$ cat config.mk
export PLATFORM = sky130hd
export DESIGN_NAME = gpu_command_stream_validator
export DESIGN_NICKNAME = d
export VERILOG_FILES = /design/src/hw/rtl/gcsv_pkg.sv /design/src/hw/rtl/gcsv_decode.sv /design/src/hw/rtl/gcsv_tracker.sv /design/src/hw/rtl/gcsv_out_stage.sv /design/src/hw/rtl/gpu_command_stream_validator.sv
export SDC_FILE = /design/constraint.sdc
export NUM_CORES = 1
export LEC_CHECK = 0
export BUFFER_PORTS_ARGS = -buffer_cell sky130_fd_sc_hd__buf_4
export CAP_MARGIN = 20
export CORE_MARGIN = 2
export CORE_UTILIZATION = 56
export CTS_BUF_LIST = sky130_fd_sc_hd__clkbuf_8
export DETAILED_ROUTE_END_ITERATION = 8
export HOLD_SLACK_MARGIN = 0.15
export PLACE_DENSITY = 0.81
export SLEW_MARGIN = 25
export SYNTH_ARGS = -nofsm -noshare
export SYNTH_HDL_FRONTEND = slang
export SYNTH_SLANG_ARGS = --single-unit
$ cat constraint.sdc
create_clock -name clk -period 3.25 [get_ports clk]
set_input_delay 0.65 -clock clk [delete_from_list [all_inputs] [get_ports clk]]
set_output_delay 0.65 -clock clk [all_outputs]
set_load 0.01 [all_outputs]
$ cat src/hw/rtl/gcsv_pkg.sv
`timescale 1ns / 1ps
// ----------------------------------------------------------------------------
// gcsv_pkg
// Shared types, opcodes, error codes and the protected register map of the
// GPU command stream validator.
// ----------------------------------------------------------------------------
package gcsv_pkg;

  localparam int MAX_WORDS   = 65536;
  localparam int WORD_CAP_I  = (MAX_WORDS < 131071) ? MAX_WORDS : 131071;
  localparam logic [16:0] WORD_CAP = WORD_CAP_I[16:0];

  localparam int OPCODE_SHIFT = 27;

  localparam logic [4:0] OP_LOAD_STATE  = 5'd1;
  localparam logic [4:0] OP_NOP         = 5'd3;
  localparam logic [4:0] OP_DRAW_2D     = 5'd4;
  localparam logic [4:0] OP_DRAW        = 5'd5;
  localparam logic [4:0] OP_DRAW_INDEX  = 5'd6;
  localparam logic [4:0] OP_STALL       = 5'd9;

  localparam logic [2:0] ERR_NONE       = 3'd0;
  localparam logic [2:0] ERR_OPCODE     = 3'd1;
  localparam logic [2:0] ERR_ZERO_COUNT = 3'd2;
  localparam logic [2:0] ERR_ADDR_WRITE = 3'd3;
  localparam logic [2:0] ERR_OVERFLOW   = 3'd4;

  // Protected registers as word offsets (byte address / 4) and run lengths.
  localparam int NUM_RUNS = 24;
  localparam logic [16:0] PROT_BASE [NUM_RUNS] = '{
    17'h00480, 17'h0048A, 17'h0048E, 17'h004A1, 17'h004A3, 17'h004C1,
    17'h004C4, 17'h004C6, 17'h04A00, 17'h04A28, 17'h04A30, 17'h04A5C,
    17'h04A80, 17'h04AD0, 17'h04AE0, 17'h04B38, 17'h00504, 17'h0050C,
    17'h00516, 17'h00518, 17'h00540, 17'h00582, 17'h00584, 17'h005B0
  };
  localparam logic [16:0] PROT_LEN [NUM_RUNS] = '{
    17'd1, 17'd1, 17'd1, 17'd1, 17'd1, 17'd1, 17'd1, 17'd1,
    17'd4, 17'd4, 17'd4, 17'd4, 17'd8, 17'd8, 17'd8, 17'd8,
    17'd1, 17'd1, 17'd1, 17'd16, 17'd16, 17'd1, 17'd1, 17'd16
  };

  typedef struct packed {
    logic        op_bad;
    logic        cnt_zero;
    logic        is_load;
    logic [9:0]  remaining;
    logic [9:0]  data_cnt;
    logic [15:0] offset;
    logic        prot_hit;
    logic        word_nz;
  } dec_t;

  typedef struct packed {
    logic        accepted;
    logic [2:0]  error_code;
    logic [15:0] error_position;
    logic [16:0] words_seen;
  } verdict_t;

  function automatic logic is_protected(logic [16:0] off);
    logic hit;
    hit = 1'b0;
    for (int i = 0; i < NUM_RUNS; i++) begin
      if (off >= PROT_BASE[i] && off < PROT_BASE[i] + PROT_LEN[i]) begin
        hit = 1'b1;
      end
    end
    return hit;
  endfunction

endpackage

$ cat src/hw/rtl/gcsv_decode.sv
`timescale 1ns / 1ps
// ----------------------------------------------------------------------------
// gcsv_decode
// Header decode of one command word and protected-offset lookup.
// ----------------------------------------------------------------------------
module gcsv_decode (
  input  logic [31:0]          word,
  input  logic [16:0]          reg_offset,
  output gcsv_pkg::dec_t       dec
);
  import gcsv_pkg::*;

  logic [4:0] opcode;
  logic [9:0] cnt;
  logic [7:0] n2d;

  assign opcode = word[31:OPCODE_SHIFT];
  assign cnt    = word[25:16];
  assign n2d    = word[15:8];

  always_comb begin
    dec           = '0;
    dec.offset    = word[15:0];
    dec.data_cnt  = cnt;
    dec.prot_hit  = is_protected(reg_offset);
    dec.word_nz   = (word != 32'd0);
    // remaining = (length rounded up to even) - 1
    case (opcode)
      OP_LOAD_STATE: begin
        dec.is_load   = 1'b1;
        dec.cnt_zero  = (cnt == 10'd0);
        dec.remaining = cnt | 10'd1;
      end
      OP_NOP, OP_STALL: dec.remaining = 10'd1;
      OP_DRAW_2D:       dec.remaining = {1'b0, n2d, 1'b1};
      OP_DRAW:          dec.remaining = 10'd3;
      OP_DRAW_INDEX:    dec.remaining = 10'd5;
      default:          dec.op_bad    = 1'b1;
    endcase
  end

endmodule

$ cat src/hw/rtl/gcsv_tracker.sv
`timescale 1ns / 1ps
// ----------------------------------------------------------------------------
// gcsv_tracker
// Buffer state: word count, command progress, first error; forms the verdict
// on the last word and clears itself for the next buffer.
// ----------------------------------------------------------------------------
module gcsv_tracker (
  input  logic                  clk,
  input  logic                  rst_n,
  input  logic                  req_take,
  input  logic                  req_last,
  input  gcsv_pkg::dec_t        dec,
  output logic [16:0]           reg_offset,
  output logic                  verdict_vld,
  output gcsv_pkg::verdict_t    verdict
);
  import gcsv_pkg::*;

  logic [16:0] word_index_r,  word_index_nxt;
  logic [9:0]  remaining_r,   remaining_nxt;
  logic [9:0]  data_left_r,   data_left_nxt;
  logic [16:0] reg_offset_r,  reg_offset_nxt;
  logic [2:0]  first_err_r,   first_err_nxt;
  logic [15:0] fail_idx_r,    fail_idx_nxt;
  logic [15:0] cur_hdr_r,     cur_hdr_nxt;
  logic [15:0] pos16;
  logic        overflow;

  assign reg_offset = reg_offset_r;
  assign pos16      = word_index_r[16] ? 16'hFFFF : word_index_r[15:0];

  always_comb begin
    word_index_nxt = word_index_r;
    remaining_nxt  = remaining_r;
    data_left_nxt  = data_left_r;
    reg_offset_nxt = reg_offset_r;
    first_err_nxt  = first_err_r;
    fail_idx_nxt   = fail_idx_r;
    cur_hdr_nxt    = cur_hdr_r;

    if (word_index_r < WORD_CAP) begin
      word_index_nxt = word_index_r + 17'd1;
    end

    if (first_err_r == ERR_NONE) begin
      if (remaining_r == 10'd0) begin
        cur_hdr_nxt   = pos16;
        data_left_nxt = 10'd0;
        if (dec.op_bad) begin
          first_err_nxt = ERR_OPCODE;
          fail_idx_nxt  = pos16;
        end else if (dec.cnt_zero) begin
          first_err_nxt = ERR_ZERO_COUNT;
          fail_idx_nxt  = pos16;
        end else begin
          remaining_nxt = dec.remaining;
          if (dec.is_load) begin
            data_left_nxt  = dec.data_cnt;
            reg_offset_nxt = {1'b0, dec.offset};
          end
        end
      end else begin
        if (data_left_r != 10'd0) begin
          if (dec.word_nz && dec.prot_hit) begin
            first_err_nxt = ERR_ADDR_WRITE;
            fail_idx_nxt  = cur_hdr_r;
          end
          data_left_nxt  = data_left_r - 10'd1;
          reg_offset_nxt = reg_offset_r + 17'd1;
        end
        remaining_nxt = remaining_r - 10'd1;
      end
    end
  end

  // command cut off by the end of the buffer
  assign overflow = (first_err_nxt == ERR_NONE) && (remaining_nxt != 10'd0);

  always_comb begin
    verdict_vld = req_take && req_last;
    if (overflow) begin
      verdict.accepted       = 1'b0;
      verdict.error_code     = ERR_OVERFLOW;
      verdict.error_position = cur_hdr_nxt;
    end else begin
      verdict.accepted       = (first_err_nxt == ERR_NONE);
      verdict.error_code     = first_err_nxt;
      verdict.error_position = (first_err_nxt == ERR_NONE) ? 16'd0 : fail_idx_nxt;
    end
    verdict.words_seen = word_index_nxt;
  end

  always_ff @(posedge clk) begin
    if (!rst_n || (req_take && req_last)) begin
      word_index_r <= '0;
      remaining_r  <= '0;
      data_left_r  <= '0;
      reg_offset_r <= '0;
      first_err_r  <= ERR_NONE;
      fail_idx_r   <= '0;
      cur_hdr_r    <= '0;
    end else if (req_take) begin
      word_index_r <= word_index_nxt;
      remaining_r  <= remaining_nxt;
      data_left_r  <= data_left_nxt;
      reg_offset_r <= reg_offset_nxt;
      first_err_r  <= first_err_nxt;
      fail_idx_r   <= fail_idx_nxt;
      cur_hdr_r    <= cur_hdr_nxt;
    end
  end

endmodule

$ cat src/hw/rtl/gcsv_out_stage.sv
`timescale 1ns / 1ps
// ----------------------------------------------------------------------------
// gcsv_out_stage
// Result register holding one verdict until the consumer takes it.
// ----------------------------------------------------------------------------
module gcsv_out_stage (
  input  logic                 clk,
  input  logic                 rst_n,
  input  logic                 load,
  input  gcsv_pkg::verdict_t   verdict,
  input  logic                 out_ready,
  output logic                 out_valid,
  output logic                 can_load,
  output gcsv_pkg::verdict_t   held
);
  import gcsv_pkg::*;

  logic     valid_r;
  verdict_t held_r;

  assign out_valid = valid_r;
  assign held      = held_r;
  assign can_load  = !valid_r || out_ready;

  always_ff @(posedge clk) begin
    if (!rst_n) begin
      valid_r <= 1'b0;
    end else if (load) begin
      valid_r <= 1'b1;
    end else if (out_ready) begin
      valid_r <= 1'b0;
    end
  end

  always_ff @(posedge clk) begin
    if (load) begin
      held_r <= verdict;
    end
  end

endmodule

$ cat src/hw/rtl/gpu_command_stream_validator.sv
`timescale 1ns / 1ps
// ----------------------------------------------------------------------------
// gpu_command_stream_validator
// Validates a stream of command words, one request per word; one verdict per
// buffer, issued in the cycle after the word marked last is accepted.
// Throughput: one word per cycle; the input stalls only while a verdict sits
// in the result register and the consumer is not ready.
// Reset (rst_n low, synchronous): buffer state cleared, result register empty.
// ----------------------------------------------------------------------------
module gpu_command_stream_validator (
  input  logic        clk,
  input  logic        rst_n,
  input  logic        in_valid,
  output logic        in_ready,
  input  logic [31:0] in_command_word,
  input  logic        in_last_word,
  output logic        out_valid,
  input  logic        out_ready,
  output logic        out_accepted,
  output logic [2:0]  out_error_code,
  output logic [15:0] out_error_position,
  output logic [16:0] out_words_seen
);
  import gcsv_pkg::*;

  dec_t        dec;
  verdict_t    verdict;
  verdict_t    held;
  logic [16:0] reg_offset;
  logic        verdict_vld;
  logic        can_load;
  logic        req_take;

  assign in_ready = can_load;
  assign req_take = in_valid && in_ready;

  gcsv_decode u_decode (
    .word       (in_command_word),
    .reg_offset (reg_offset),
    .dec        (dec)
  );

  gcsv_tracker u_tracker (
    .clk         (clk),
    .rst_n       (rst_n),
    .req_take    (req_take),
    .req_last    (in_last_word),
    .dec         (dec),
    .reg_offset  (reg_offset),
    .verdict_vld (verdict_vld),
    .verdict     (verdict)
  );

  gcsv_out_stage u_out (
    .clk       (clk),
    .rst_n     (rst_n),
    .load      (verdict_vld),
    .verdict   (verdict),
    .out_ready (out_ready),
    .out_valid (out_valid),
    .can_load  (can_load),
    .held      (held)
  );

  assign out_accepted       = held.accepted;
  assign out_error_code     = held.error_code;
  assign out_error_position = held.error_position;
  assign out_words_seen     = held.words_seen;

endmodule

==> results.toml <==
[outcome]
status = "finished, final reports clean"

[timing]
setup_viol = 0
fin_tns_setup_ps = 0
hold_viol = 0
fin_crit_sh_pct = 93.50
fin_skew_ps = 16.80
fmax_mhz = 329.1
maxSlewViolCount = 0
tightestPinTransition_ps = 947.2
relSlewSlack_pct = 36.62
fin_crit_ps = 3039
rsz0062_at_grt = "false"

[floorplan]
num_rows = 43
ios = 76
die_h_um = 122.0
core_area_um2 = 13720
die-area_um2 = 14880
start_util_pct = 56.82
die_w_um = 122.0

[grt]
grt_overflow_total = 0
antenna_found_initial = 0
grt_pass1_wl_mm = 34.65
grt_max_degree = 71
grt_use_total_pct = 29.01
grt_pass1_vias = 7019

[worst_setup_path]
r2r_end = "u_out.held[17]"
max_stage_delay_ps = 750
reg2reg_depth = 9
reg2reg_slack_ps = 210
cp.arrival_ps = 3310
critPathLaunchType = "register"
r2r_start = "u_tracker.reg_offset[4]"
cp-end-kind = "register"
required_ps = 3520
cp_top_family = "compound AO/OA/AOI/OAI gates"
critPathBufInv = 1
crit_path_start = "u_tracker.reg_offset[4]"
crit_slowest_cell = "dfxtp_1"
worstPathMaxFanout = 17
worstPathCellList = "nor4b_2 > a32oi_1 > a211oi_2 > a2111oi_2 > a31oi_4 > a21oi_2 > buf_4 > a31oi_2 > o221ai_1"
path_depth = 9
timing.critical_path.to = "u_out.held[17]"
critPathKind = "reg -> reg"

[hold_path]
hold_depth = 2
hp-class = "in -> reg"

[power_and_ir_drop]
cellPowerDensity_nw_per_um2 = 749.5
max-vdd-ir-drop_mv = 0.4726
p_total_uw = 6762
p_leak_uw = 0.003160

[placed_design]
dp.cells = 1179
dpl-instance-area_um2 = 8579
post-dp-hpwl_mm = 14.56
portBuffers = 75
place.gp.congestion = 0.9570

[route]
wl_met2_mm = 9.968
drt_first_pass_iters = 5
num_vias = 7617
drt_iter0_drc = 721
top_layer = "met4"
viasPerCell = 6.279
drc = 0
wl_mm = 20.95
wl_met3_mm = 1.639
ant_nets = 0
post_drt_wl_per_cell_um = 17.27
met1_length_mm = 8.987

[layout]
finalNonFillerCells = 1213
n_antenna_cell = 0
final_cell_mix = "nor2_1, buf_4, a21oi_1"
final_cell_area_um2 = 9022
drive_gt1_share_pct = 18.20
syn_to_final_growth_pct = 15.75
fin_nets = 1064
final_common_cell = "nor2_1"

[logic_synthesis]
synthesis.nets = 998
synth_edf_count = 37
ys_warn_count = 0
netlist-cell-type-count = 89
avgSynthCellArea_um2 = 8.171
synth_area_um2 = 7795
synth_top_flop_cell = "dfxtp_1"
ys_seq_area_share_pct = 37.37
ys_ff_latch = 127
syn_inst = 954
ys_async_sr_fraction_pct = 0

[cts]
numCtsBuffers = 17
clk-insertion-delay-late_ps = 450
h-tree-depth = 4
cts_tree = "yes"
cts_hold_buf = 0
cts_buffer_depth = 2
cts.root.buffer_cell = "clkbuf_8"
cts_sinks = 127
path_clk_slew_ps = 90

[flow_run]
maxCapViolations = 0
## per-layer routing
metal,up-vias,track usage [%]
met5,-,0
met3,32,4.869
li1,3655,-
met2,383,47.87
met4,0,9.842
met1,3547,38.62
## timing repair
item                                    CTS  global route
resized for setup                         0             3
endpoints found under the setup margin    0            17
setup buffers                             0             2
## logic make-up after synthesis
group	after synthesis	synth area share, %
multiplexers	3	0.4173
AND/OR/NAND/NOR	387	25.14
adder cells (fa/ha/maj)	7	1.124
AO/OA/AOI/OAI	297	25.88
flip-flops	127	37.37
buffers and inverters	98	6.148
XOR/XNOR	35	3.933
## worst reg2reg max path: stages (launching register included)
cell	delay, ps
dfxtp_1	750
nor4b_2	150
a32oi_1	290
a211oi_2	90
a2111oi_2	490
a31oi_4	210
a21oi_2	280
buf_4	220
a31oi_2	110
o221ai_1	260
## sequential cells by signal (all words and copies together), names as in the netlist
register and flops:
u_tracker.reg_offset 17, u_tracker.data_left_r 10, u_tracker.remaining_r 10, u_out.out_valid 1, u_out.held 37, u_tracker.word_index_r 17, u_tracker.first_err_r 3, u_tracker.fail_idx_r 16
u_tracker.cur_hdr_r 16
## power by group
part           internal [µW]  switching, µW  total [µW]  leakage [µW]
clock                    704            706        1410      0.000197
combinational           1250           1990        3240       0.00188
sequential              1840            271        2110       0.00108
total                   3800           2960        6760       0.00316
## synth_stat cells, drive strengths merged, types with 14 or more instances
| library cell | count | area share [%] |
|---|---|---|
| xor2 | 21 | 2.4 |
| nand3 | 36 | 2.3 |
| o2bb2ai | 15 | 1.7 |
| edfxtp | 37 | 14 |
| o21ai | 43 | 2.8 |
| a21oi | 95 | 6.1 |
| inv | 19 | 0.91 |
| buf | 37 | 3.2 |
| nand4 | 16 | 1.3 |
| clkbuf | 42 | 2.0 |
| a221oi | 15 | 1.7 |
| a22oi | 15 | 1.4 |
| a211oi | 31 | 3.0 |
| nand2 | 72 | 3.6 |
| dfxtp | 90 | 23 |
| xnor2 | 14 | 1.6 |
| nor3 | 28 | 1.9 |
| nor2 | 150 | 7.3 |
## through the flow
stage | setup WS, ps | util (%) | hold slack (ps)
after CTS | 85.42 | 65.50 | 449.6
after floorplan | 396.2 | - | 432.2
after detailed placement | 130.3 | 62.54 | 453.8
after global routing | 21.09 | 65.76 | 465.5
after global placement | 250.2 | 62.54 | 449.4
final | 211.2 | 65.76 | 471.9
## layout make-up
type	instances	area, µm²
Clock buffer	17	234.0
Clock inverter	15	172.7
Fill cell	1187	4697
Inverter	19	71.32
Multi-Input combinational cell	729	4422
Sequential cell	127	2914
Tap cell	180	225.2
Timing Repair Buffer	126	983.4
## worst min path at each step
stage,start,to,slack [ps]
after CTS,rst_n,u_tracker.first_err_r[2],450
after detailed placement,u_tracker.fail_idx_r[2],u_tracker.fail_idx_r[2],450
after global routing,rst_n,u_tracker.first_err_r[2],470
after floorplan,u_tracker.fail_idx_r[0],u_tracker.fail_idx_r[0],430
final,rst_n,u_tracker.first_err_r[2],470
after global placement,u_tracker.fail_idx_r[2],u_tracker.fail_idx_r[2],450
Power figures use the tool's default switching activity.
